<file path="config.mk">
export PLATFORM = sky130hd
export DESIGN_NAME = circle_octant_rasterizer_top
export DESIGN_NICKNAME = d
export VERILOG_FILES = /design/src/sv/cor_pkg.sv /design/src/sv/cor_front.sv /design/src/sv/cor_queue.sv /design/src/sv/cor_back.sv /design/src/sv/circle_octant_rasterizer_top.sv
export SDC_FILE = /design/constraint.sdc
export NUM_CORES = 1
export LEC_CHECK = 0
export BUFFER_PORTS_ARGS = -buffer_cell sky130_fd_sc_hd__buf_2
export CORE_ASPECT_RATIO = 0.5
export CORE_UTILIZATION = 40
export DETAILED_ROUTE_END_ITERATION = 10
export PLACE_DENSITY = 0.62
export SLEW_MARGIN = 10
export SYNTH_ARGS = -nofsm -noshare
export SYNTH_HDL_FRONTEND = slang
export SYNTH_SLANG_ARGS = --single-unit
</file>
<file path="constraint.sdc">
create_clock -name clk -period 12.45 [get_ports clk]
set_input_delay 1.8675 -clock clk [delete_from_list [all_inputs] [get_ports clk]]
set_output_delay 1.8675 -clock clk [all_outputs]
set_load 0.05 [all_outputs]
</file>
<file path="src/sv/cor_pkg.sv">
// ----------------------------------------------------------------------------
// cor_pkg
// shared widths, constants and the request and row records of the circle rasterizer
// ----------------------------------------------------------------------------
package cor_pkg;

    localparam int CX_W     = 9;
    localparam int CY_W     = 8;
    localparam int RAD_W    = 7;
    localparam int COLOR_W  = 8;
    localparam int COORD_W  = 10;
    localparam int SQ_W     = 2 * RAD_W;
    localparam int SUM_W    = SQ_W + 1;
    localparam int IN_W     = CX_W + CY_W + RAD_W + COLOR_W;
    localparam int OUT_W    = 8 * COORD_W + COLOR_W;
    localparam int OUT_BYTES = (OUT_W + 7) / 8;
    localparam int MAX_ROWS = 64;

    // one queued circle request, radius already clamped
    typedef struct packed {
        logic [CX_W-1:0]    cx;
        logic [CY_W-1:0]    cy;
        logic [RAD_W-1:0]   radius;
        logic [SQ_W-1:0]    r2;
        logic [COLOR_W-1:0] color;
    } req_t;

    // one emitted row
    typedef struct packed {
        logic [COLOR_W-1:0] pixel_color;
        logic [COORD_W-1:0] row_minus_dx;
        logic [COORD_W-1:0] row_plus_dx;
        logic [COORD_W-1:0] col_minus_dy;
        logic [COORD_W-1:0] col_plus_dy;
        logic [COORD_W-1:0] row_minus_dy;
        logic [COORD_W-1:0] row_plus_dy;
        logic [COORD_W-1:0] col_minus_dx;
        logic [COORD_W-1:0] col_plus_dx;
    } row_t;

endpackage

</file>
<file path="src/sv/cor_front.sv">
// ----------------------------------------------------------------------------
// cor_front
// unpacks a circle request, clamps the radius and forms its square
// ----------------------------------------------------------------------------
module cor_front #(
    parameter int MAX_RADIUS = 80
) (
    input  logic [cor_pkg::IN_W-1:0] s_axis_tdata,
    output cor_pkg::req_t            req
);

    localparam logic [cor_pkg::RAD_W-1:0] RADIUS_CAP = cor_pkg::RAD_W'(MAX_RADIUS);

    logic [cor_pkg::RAD_W-1:0] radius_in;
    logic [cor_pkg::RAD_W-1:0] radius_clamped;

    assign radius_in      = s_axis_tdata[cor_pkg::CX_W+cor_pkg::CY_W +: cor_pkg::RAD_W];
    assign radius_clamped = (radius_in > RADIUS_CAP) ? RADIUS_CAP : radius_in;

    always_comb
    begin
        req.cx     = s_axis_tdata[0 +: cor_pkg::CX_W];
        req.cy     = s_axis_tdata[cor_pkg::CX_W +: cor_pkg::CY_W];
        req.radius = radius_clamped;
        req.r2     = cor_pkg::SQ_W'(radius_clamped) * cor_pkg::SQ_W'(radius_clamped);
        req.color  = s_axis_tdata[cor_pkg::CX_W+cor_pkg::CY_W+cor_pkg::RAD_W +: cor_pkg::COLOR_W];
    end

endmodule

</file>
<file path="src/sv/cor_queue.sv">
// ----------------------------------------------------------------------------
// cor_queue
// two-entry request queue between the front and the row sequencer
// ----------------------------------------------------------------------------
module cor_queue (
    input  logic          clk,
    input  logic          rst_n,
    input  logic          push,
    input  cor_pkg::req_t push_data,
    output logic          full,
    input  logic          pop,
    output logic          not_empty,
    output cor_pkg::req_t head
);

    cor_pkg::req_t entry_reg [2];
    logic          wr_ptr_reg;
    logic          wr_ptr_next;
    logic          rd_ptr_reg;
    logic          rd_ptr_next;
    logic [1:0]    count_reg;
    logic [1:0]    count_next;
    logic          do_push;
    logic          do_pop;

    assign full      = (count_reg == 2'd2);
    assign not_empty = (count_reg != 2'd0);
    assign head      = entry_reg[rd_ptr_reg];
    assign do_push   = push && !full;
    assign do_pop    = pop && not_empty;

    always_comb
    begin
        wr_ptr_next = do_push ? !wr_ptr_reg : wr_ptr_reg;
        rd_ptr_next = do_pop ? !rd_ptr_reg : rd_ptr_reg;
        count_next  = count_reg;
        if (do_push && !do_pop)
        begin
            count_next = count_reg + 2'd1;
        end
        else if (do_pop && !do_push)
        begin
            count_next = count_reg - 2'd1;
        end
    end

    always_ff @(posedge clk or negedge rst_n)
    begin
        if (!rst_n)
        begin
            wr_ptr_reg <= 1'b0;
            rd_ptr_reg <= 1'b0;
            count_reg  <= 2'd0;
        end
        else
        begin
            wr_ptr_reg <= wr_ptr_next;
            rd_ptr_reg <= rd_ptr_next;
            count_reg  <= count_next;
        end
    end

    always_ff @(posedge clk)
    begin
        if (do_push)
        begin
            entry_reg[wr_ptr_reg] <= push_data;
        end
    end

endmodule

</file>
<file path="src/sv/cor_back.sv">
// ----------------------------------------------------------------------------
// cor_back
// row sequencer: walks dy upward, steps dx down until dx^2 + dy^2 <= r^2,
// then registers the eight symmetric coordinates of the row
// ----------------------------------------------------------------------------
module cor_back (
    input  logic                        clk,
    input  logic                        rst_n,
    input  logic                        q_not_empty,
    input  cor_pkg::req_t               q_head,
    output logic                        q_pop,
    output logic                        m_axis_tvalid,
    input  logic                        m_axis_tready,
    output logic [cor_pkg::OUT_BYTES*8-1:0] m_axis_tdata,
    output logic                        m_axis_tlast
);

    typedef enum logic [1:0] {
        ST_IDLE,
        ST_SEARCH,
        ST_EMIT
    } state_t;

    localparam logic [cor_pkg::RAD_W-1:0] LAST_DY = cor_pkg::RAD_W'(cor_pkg::MAX_ROWS - 1);

    state_t                       state_reg, state_next;
    logic [cor_pkg::CX_W-1:0]     cx_reg, cx_next;
    logic [cor_pkg::CY_W-1:0]     cy_reg, cy_next;
    logic [cor_pkg::COLOR_W-1:0]  color_reg, color_next;
    logic [cor_pkg::SQ_W-1:0]     r2_reg, r2_next;
    logic [cor_pkg::RAD_W-1:0]    dx_reg, dx_next;
    logic [cor_pkg::RAD_W-1:0]    dy_reg, dy_next;
    logic [cor_pkg::SQ_W-1:0]     dx2_reg, dx2_next;
    logic [cor_pkg::SQ_W-1:0]     dy2_reg, dy2_next;
    cor_pkg::row_t                row_reg, row_next;
    logic                         last_reg, last_next;
    logic                         valid_reg, valid_next;

    logic [cor_pkg::SUM_W-1:0]    dist2;
    logic [cor_pkg::COORD_W-1:0]  cx_ext;
    logic [cor_pkg::COORD_W-1:0]  cy_ext;
    logic [cor_pkg::COORD_W-1:0]  dx_ext;
    logic [cor_pkg::COORD_W-1:0]  dy_ext;

    assign dist2  = {1'b0, dx2_reg} + {1'b0, dy2_reg};
    assign cx_ext = cor_pkg::COORD_W'(cx_reg);
    assign cy_ext = cor_pkg::COORD_W'(cy_reg);
    assign dx_ext = cor_pkg::COORD_W'(dx_reg);
    assign dy_ext = cor_pkg::COORD_W'(dy_reg);

    assign q_pop         = (state_reg == ST_IDLE) && q_not_empty;
    assign m_axis_tvalid = valid_reg;
    assign m_axis_tlast  = last_reg;
    assign m_axis_tdata  = (cor_pkg::OUT_BYTES*8)'(row_reg);

    always_comb
    begin
        state_next = state_reg;
        cx_next    = cx_reg;
        cy_next    = cy_reg;
        color_next = color_reg;
        r2_next    = r2_reg;
        dx_next    = dx_reg;
        dy_next    = dy_reg;
        dx2_next   = dx2_reg;
        dy2_next   = dy2_reg;
        row_next   = row_reg;
        last_next  = last_reg;
        valid_next = valid_reg;
        unique case (state_reg)
            ST_IDLE:
            begin
                if (q_not_empty)
                begin
                    cx_next    = q_head.cx;
                    cy_next    = q_head.cy;
                    color_next = q_head.color;
                    r2_next    = q_head.r2;
                    dx_next    = q_head.radius;
                    dx2_next   = q_head.r2;
                    dy_next    = '0;
                    dy2_next   = '0;
                    state_next = ST_SEARCH;
                end
            end
            ST_SEARCH:
            begin
                if (dist2 > {1'b0, r2_reg})
                begin
                    // (dx-1)^2 = dx^2 - 2dx + 1
                    dx_next  = dx_reg - 1'b1;
                    dx2_next = dx2_reg - cor_pkg::SQ_W'({dx_reg, 1'b0})
                               + cor_pkg::SQ_W'(1);
                end
                else
                begin
                    row_next.col_plus_dx  = cx_ext + dx_ext;
                    row_next.col_minus_dx = cx_ext - dx_ext;
                    row_next.row_plus_dy  = cy_ext + dy_ext;
                    row_next.row_minus_dy = cy_ext - dy_ext;
                    row_next.col_plus_dy  = cx_ext + dy_ext;
                    row_next.col_minus_dy = cx_ext - dy_ext;
                    row_next.row_plus_dx  = cy_ext + dx_ext;
                    row_next.row_minus_dx = cy_ext - dx_ext;
                    row_next.pixel_color  = color_reg;
                    last_next  = !(({1'b0, dy_reg} + 1'b1 < {1'b0, dx_reg})
                                   && (dy_reg < LAST_DY));
                    valid_next = 1'b1;
                    state_next = ST_EMIT;
                end
            end
            ST_EMIT:
            begin
                if (m_axis_tready)
                begin
                    valid_next = 1'b0;
                    if (last_reg)
                    begin
                        state_next = ST_IDLE;
                    end
                    else
                    begin
                        // (dy+1)^2 = dy^2 + 2dy + 1
                        dy_next    = dy_reg + 1'b1;
                        dy2_next   = dy2_reg + cor_pkg::SQ_W'({dy_reg, 1'b0})
                                     + cor_pkg::SQ_W'(1);
                        state_next = ST_SEARCH;
                    end
                end
            end
            default:
            begin
                state_next = ST_IDLE;
            end
        endcase
    end

    always_ff @(posedge clk or negedge rst_n)
    begin
        if (!rst_n)
        begin
            state_reg <= ST_IDLE;
            valid_reg <= 1'b0;
            last_reg  <= 1'b0;
            cx_reg    <= '0;
            cy_reg    <= '0;
            color_reg <= '0;
            r2_reg    <= '0;
            dx_reg    <= '0;
            dy_reg    <= '0;
            dx2_reg   <= '0;
            dy2_reg   <= '0;
            row_reg   <= '0;
        end
        else
        begin
            state_reg <= state_next;
            valid_reg <= valid_next;
            last_reg  <= last_next;
            cx_reg    <= cx_next;
            cy_reg    <= cy_next;
            color_reg <= color_next;
            r2_reg    <= r2_next;
            dx_reg    <= dx_next;
            dy_reg    <= dy_next;
            dx2_reg   <= dx2_next;
            dy2_reg   <= dy2_next;
            row_reg   <= row_next;
        end
    end

endmodule

</file>
<file path="src/sv/circle_octant_rasterizer_top.sv">
// ----------------------------------------------------------------------------
// circle_octant_rasterizer_top
// circle request in, one item per first-octant row out with eight points
// ----------------------------------------------------------------------------
// first row item: passes the queue entry, the sequencer load and the row register
// per row: the dx search loop in the row sequencer steps dx down one unit at a time,
//   then registers the row and holds it until it is taken
// the request queue holds two circles, so requests are taken while a row waits
// reset: asynchronous, active low; queue empty, sequencer idle, no item valid
module circle_octant_rasterizer_top #(
    parameter int MAX_RADIUS = 80
) (
    input  logic                            clk,
    input  logic                            rst_n,
    input  logic                            s_axis_tvalid,
    output logic                            s_axis_tready,
    // col_center, row_center, radius, color
    input  logic [cor_pkg::IN_W-1:0]        s_axis_tdata,
    output logic                            m_axis_tvalid,
    input  logic                            m_axis_tready,
    // col_plus_dx, col_minus_dx, row_plus_dy, row_minus_dy, col_plus_dy,
    // col_minus_dy, row_plus_dx, row_minus_dx, pixel_color
    output logic [cor_pkg::OUT_BYTES*8-1:0] m_axis_tdata,
    // last_row
    output logic                            m_axis_tlast
);

    cor_pkg::req_t req;
    cor_pkg::req_t q_head;
    logic          q_full;
    logic          q_not_empty;
    logic          q_pop;

    assign s_axis_tready = !q_full;

    cor_front #(
        .MAX_RADIUS (MAX_RADIUS)
    ) u_front (
        .s_axis_tdata (s_axis_tdata),
        .req          (req)
    );

    cor_queue u_queue (
        .clk       (clk),
        .rst_n     (rst_n),
        .push      (s_axis_tvalid),
        .push_data (req),
        .full      (q_full),
        .pop       (q_pop),
        .not_empty (q_not_empty),
        .head      (q_head)
    );

    cor_back u_back (
        .clk           (clk),
        .rst_n         (rst_n),
        .q_not_empty   (q_not_empty),
        .q_head        (q_head),
        .q_pop         (q_pop),
        .m_axis_tvalid (m_axis_tvalid),
        .m_axis_tready (m_axis_tready),
        .m_axis_tdata  (m_axis_tdata),
        .m_axis_tlast  (m_axis_tlast)
    );

endmodule

</file>
==> run_results.csv, run 1 <==
group,metric,value,unit
yosys,avgSynthCellArea,11.03,um^2
clock_network,cts_resized,0,
finish,final_design_area_no_fill,17490,um^2
setup_path,setup.worst_path.class,"primary input to flop",
clock_network,root_buffer,"clkbuf_16",
sta,relSlewSlack,0.2751,
grt,grt_max_degree,68,
setup_path,crit_path_end_kind,"flop",
clock_network,clk_latency,0.56,ns
die,die_h,141.7,um
die,num_io_pins,127,
routing,wl,36190,um
yosys,netlist_instances,1414,
clock_network,htreeDepth,1,
sta,tns,0,ns
routing,via_per_inst,5.122,
grt,grtUsageTotal,0.1825,
finish,final_nets,1720,
clock_network,clk_pin_slew_worst_paths,0.06,ns
routing,via_count,10542,
placement,post-place-ws,5.987,ns
finish,most-common-layout-cells,"167 x dfrtp_1, 141 x ha_1, 123 x buf_2",
yosys,synth-seq-cells,256,
yosys,synth_warnings,0,
die,placement_rows,50,
sta,max_freq,169.8,MHz
sta,slew_viol_final,0,
grt,grt_pass1_vias,10085,
sta,hold_viol,0,
clock_network,cts.path.max_buffers,3,
sta,setup_slack,6.562,ns
sta,min_period,5.888,ns
setup_path,r2r-start,"u_back.dy2_reg[0]",
setup_path,startpoint_type,"primary input",
placement,hpwlAfterDp,26310,um
clock_network,clock-sinks,256,
die,start_util,0.4116,
setup_path,timing.reg2reg.setup_slack,6.95,ns
setup_path,rr_endpoint,"u_back.dx2_reg[3]",
routing,route.detailed.wl_per_inst,17.59,um
routing,drtIter0Drc,702,
finish,syn2layout_area_growth,12.11,%
worst_hold_path,min_path_cells,2,
setup_path,cp_data_required_time,12.74,ns
clock_network,cts_tree,"done",
sta,finalSetupViolations,0,
finish,fin_cells,2058,
placement,port_buffers,124,
sta,worstMarginPinSlew,1.087,ns
yosys,synth_edf_count,88,
clock_network,post_cts_buffers,0,
yosys,yosysUniqueCellTypes,66,
grt,overflow,0,
die,die_w,281.3,um
grt,grt_pass1_wl,56450,um
yosys,syn-cell-area,15600,um^2
die,fp.coreArea,37910,um^2
clock_network,holdBufCountCts,0,
finish,final_common_cell,"dfrtp_1",
job,max-cap-violations,0,
yosys,synth_flop_cell,"dfrtp_1",
sta,fin_crit_sh,0.4729,
placement,dpl_cell_area,16590,um^2
yosys,synth_seq_area_share,0.4388,
finish,layout-drive-gt1-share,0.1658,
grt,antenna_found_initial,0,
finish,largest_register_ffs,88,
sta,grt_setup_unrepaired,"false",
setup_path,r2r.worst_path.cells,18,
finish,antenna_cells,0,
setup_path,arrival,6.18,ns
finish,fill_cells,3598,
die,die-area,39850,um^2
worst_hold_path,hp-class,"flop to flop",
placement,place_inst,2011,
sta,fin_skew,0.01546,ns
status,status,"complete, no violations",
clock_network,cts_buffers,26,
worst_hold_path,min_to,"u_back.r2_reg[3]",
worst_hold_path,hp-start,"u_back.r2_reg[3]",
yosys,async_reset_ff_frac,0.6563,
setup_path,path_max_fanout,20,
routing,antenna_left,0,
routing,drc_errors,0,
placement,gp_congestion,0.8895,
routing,dr.pass1.iters,6,
worst max path at each step:
stage,end,cells after the start,startpoint,slack (ns)
finish,u_queue.entry_reg[0][20],18,s_axis_tdata[23],6.56
global route,u_queue.entry_reg[1][20],18,s_axis_tdata[23],6.30
CTS,u_queue.entry_reg[0][20],18,s_axis_tdata[23],6.57
detailed placement,u_queue.entry_reg[1][20],18,s_axis_tdata[23],5.99
global placement,u_queue.entry_reg[0][20],18,s_axis_tdata[23],6.04
floorplan,u_queue.entry_reg[0][20],18,s_axis_tdata[23],6.19
synth_stat cells, types with 9 or more instances:
| master | n | area [um^2] |
|---|---|---|
| a211oi_1 | 13 | 97.59 |
| a21o_1 | 16 | 120.1 |
| a21oi_1 | 97 | 485.5 |
| and2_1 | 11 | 68.82 |
| and3_1 | 27 | 168.9 |
| buf_4 | 11 | 82.58 |
| clkbuf_1 | 30 | 112.6 |
| dfrtp_1 | 168 | 4204 |
| edfxtp_1 | 88 | 2643 |
| fa_1 | 24 | 480.5 |
| ha_1 | 141 | 1764 |
| inv_1 | 115 | 431.7 |
| mux2_2 | 10 | 112.6 |
| mux2_4 | 47 | 705.7 |
| mux2i_1 | 68 | 680.7 |
| nand2_1 | 78 | 292.8 |
| nand2b_1 | 15 | 93.84 |
| nand3_1 | 12 | 60.06 |
| nand4_1 | 10 | 62.56 |
| nor2_1 | 62 | 232.7 |
| nor2b_1 | 26 | 162.7 |
| nor3_1 | 21 | 105.1 |
| o21a_1 | 9 | 67.56 |
| o21ai_0 | 91 | 455.4 |
| o21bai_1 | 22 | 165.2 |
| xnor2_1 | 79 | 691.9 |
| xor2_1 | 21 | 183.9 |
cells by family (layout without fill, tap and decap cells):
kind of cell               count (synthesis)  in the layout  share of synthesized area
AOI/OAI and AO/OA                        303            303                     0.1193
xor gates and xnor gates                 100            100                    0.05613
adders and majority gates                165            165                     0.1439
buffers and inverters                    174            297                    0.05237
DFF                                      256            256                     0.4388
muxes                                    125            125                    0.09607
other                                      1              2                  0.0002403
and+or+nand+nor                          290            290                    0.09318
metrics by stage:
step / hold WS, ns / utilization
after CTS: 0.4847 / 0.4614
after detailed placement: 0.4699 / 0.4377
after global placement: 0.4620 / 0.4377
final: 0.4776 / 0.4614
after floorplan: 0.4498 / -
after global routing: 0.4970 / 0.4614
worst max-delay path: stages:
cell and delay [ns]:
buf_2 0.17, o21ai_0 0.10, buf_4 0.20, and3_1 0.22, or2_2 0.31, ha_1 0.28
inv_1 0.05, fa_1 0.52, inv_1 0.05, fa_1 0.55, fa_1 0.42, ha_1 0.34
inv_1 0.07, o21bai_1 0.09, a2111o_1 0.44, a31o_2 0.24, a21oi_1 0.16, xnor2_1 0.09
layout make-up:
type / instances / area, um^2 / area share
inverter: 115 / 431.7 / 0.02468
tap: 520 / 650.6 / 0.03720
multi-input combinational: 985 / 7954 / 0.4547
clock inverter: 14 / 160.2 / 0.009156
timing repair buffer: 135 / 709.4 / 0.04056
clock buffer: 33 / 738.2 / 0.04220
sequential: 256 / 6848 / 0.3915
layer usage:
metal / share of wire / vias to the layer above / track usage
met5: 0 / - / 0
met4: 0.015 / 0 / 0.03232
met3: 0.051 / 40 / 0.02733
met2: 0.43 / 206 / 0.2806
met1: 0.50 / 5101 / 0.2740
li1: - / 5195 / -
Power of run 1 is left out: the tool's default activity adds up to more than one toggle a clock period on the data nets, which glitch-free logic cannot reach.
==> run 2: changes to the inputs <==
- PLACE_DENSITY: 0.62 -> 0.64
- clock period: 12.45 -> 5.1 ns (I/O delays scaled with it)
==> run 2 against run 1 <==
Net effect: flip-flop and latch count unchanged; non-clock buffer count up 18; clock skew up 0.0035 ns; global-route usage up 0.18 points; critical path depth down 1; critical path type is now flop to flop; critical endpoint is now u_back.m_axis_tdata[32].
==> run_results.csv, run 2 (same netlist as run 1, synthesis figures left out) <==
group,metric,value,unit
sta,fin_skew,0.01899,ns
setup_path,crit_path_end_kind,"flop",
finish,layout-drive-gt1-share,0.1723,
die,die_h,141.7,um
die,placement_rows,50,
routing,antenna_left,0,
finish,final_common_cell,"dfrtp_1",
routing,wl,36350,um
routing,drc_errors,0,
placement,place_inst,2029,
routing,route.detailed.wl_per_inst,17.52,um
finish,final_nets,1738,
grt,grt_max_degree,76,
sta,min_period,4.777,ns
die,start_util,0.4116,
die,die_w,281.3,um
sta,tns,0,ns
die,die-area,39850,um^2
sta,finalSetupViolations,0,
finish,fin_cells,2075,
clock_network,cts_buffers,26,
grt,grt.met2_usage,0.2878,
setup_path,path_max_fanout,24,
sta,relSlewSlack,0.3385,
finish,syn2layout_area_growth,13.18,%
clock_network,post_cts_buffers,0,
die,num_io_pins,127,
grt,grt_use_met1,0.2642,
clock_network,cts_resized,0,
clock_network,root_buffer,"clkbuf_16",
routing,dr.pass1.iters,5,
clock_network,clk_pin_slew_worst_paths,0.07,ns
die,fp.coreArea,37910,um^2
clock_network,holdBufCountCts,0,
grt,grtUsageTotal,0.1843,
setup_path,crit_family,"simple AND/OR/NAND/NOR gates",
setup_path,crit_path_top_delay_cell,"or4_4",
clock_network,cts.path.max_buffers,3,
routing,via_count,10677,
routing,drtIter0Drc,663,
grt,met3_usage,0.03343,
worst_hold_path,hp-class,"primary input to async pin",
sta,max_freq,209.3,MHz
placement,gp_congestion,0.8683,
finish,antenna_cells,0,
setup_path,startpoint_type,"flop",
grt,antenna_found_initial,1,
finish,most-common-layout-cells,"167 x dfrtp_1, 140 x ha_1, 123 x buf_2",
finish,final_design_area_no_fill,17660,um^2
sta,fin_crit_sh,0.9368,
setup_path,path_buf_inv,1,
grt,overflow,0,
finish,largest_register_ffs,88,
placement,dpl_cell_area,16770,um^2
status,status,"complete, no violations",
sta,grt_setup_unrepaired,"false",
setup_path,arrival,5.23,ns
job,max-cap-violations,0,
sta,slew_viol_final,0,
clock_network,cts_tree,"done",
sta,hold_viol,0,
setup_path,cp_data_required_time,5.56,ns
grt,gr-max-usage-layer,"met2",
clock_network,clk_latency,0.57,ns
sta,worstMarginPinSlew,0.9900,ns
grt,grt_pass1_wl,57280,um
setup_path,slowest_delay,0.53,ns
clock_network,clock-sinks,256,
placement,port_buffers,124,
routing,via_per_inst,5.146,
setup_path,path_cells,"ha_1, a211oi_1, o21bai_1, a21oi_1, o21bai_1, a221oi_1, a21oi_1, xor2_1, ha_1, and3_1, nand3_1, or4_4, o21ai_2, and3_1, and2_4, buf_12, mux2_2",
sta,timing.hold.ws,0.2310,ns
placement,hpwlAfterDp,26890,um
grt,grt_pass1_vias,10506,
clock_network,htreeDepth,1,
setup_path,setup.worst_path.class,"flop to flop",
## run 2: cell count changes in the layout (fill, tap and decap cells not counted), moves of 2 or more
cell        change
clkinv_2        -3
clkbuf_1        +4
buf_4          +16
clkinvlp_4      +2
clkinv_4        -4
clkbuf_8        -2
buf_12          +2
## run 2: worst paths after layout
check                                          from                  endpoint  slack, ns  cells after the start
worst max register to register    u_back.dy2_reg[1]   u_back.m_axis_tdata[32]       0.32                     17
worst min register to register  u_back.color_reg[1]       u_back.color_reg[1]       0.48                      2
worst max-delay path              u_back.dy2_reg[1]   u_back.m_axis_tdata[32]       0.32                     17
worst min-delay path                          rst_n        u_back.dx2_reg[10]       0.23                      1
max in group asynchronous                     rst_n   u_back.m_axis_tdata[59]       3.70                      2
min in group clk                    s_axis_tdata[1]  u_queue.entry_reg[1][38]       0.39                      1
## run 2: stage by stage
| stage | util | setup slack (ns) |
|---|---|---|
| after global routing | 0.4658 | 0.001382 |
| after detailed placement | 0.4422 | 0.0001221 |
| final | 0.4658 | 0.3226 |
| after global placement | 0.4422 | 0.03104 |
| after CTS | 0.4658 | 0.3045 |
| after floorplan | - | 0.02633 |
## run 2: routing by layer
layer,vias up,part of all wire
met2,244,0.45
met3,56,0.050
met1,5152,0.48
met5,-,0.00036
met4,2,0.022
li1,5223,-
## run 2: final cells by class
type / count / area, um^2
clock buffers: 34 / 700.7
clock inverters: 12 / 191.4
fillers: 3523 / 20250
inverters: 115 / 431.7
multi-input cells: 985 / 7966
flip-flops and latches: 256 / 6848
well taps: 520 / 650.6
repair buffers: 153 / 869.6
## run 2: worst reg2reg max path: stages, from the launching register on
cell and delay, ns:
dfrtp_1 0.45, ha_1 0.34, a211oi_1 0.26, o21bai_1 0.11
a21oi_1 0.24, o21bai_1 0.15, a221oi_1 0.33, a21oi_1 0.15
xor2_1 0.17, ha_1 0.29, and3_1 0.18, nand3_1 0.12
or4_4 0.53, o21ai_2 0.07, and3_1 0.28, and2_4 0.39
buf_12 0.26, mux2_2 0.36
Power of run 2 is left out for the same reason.
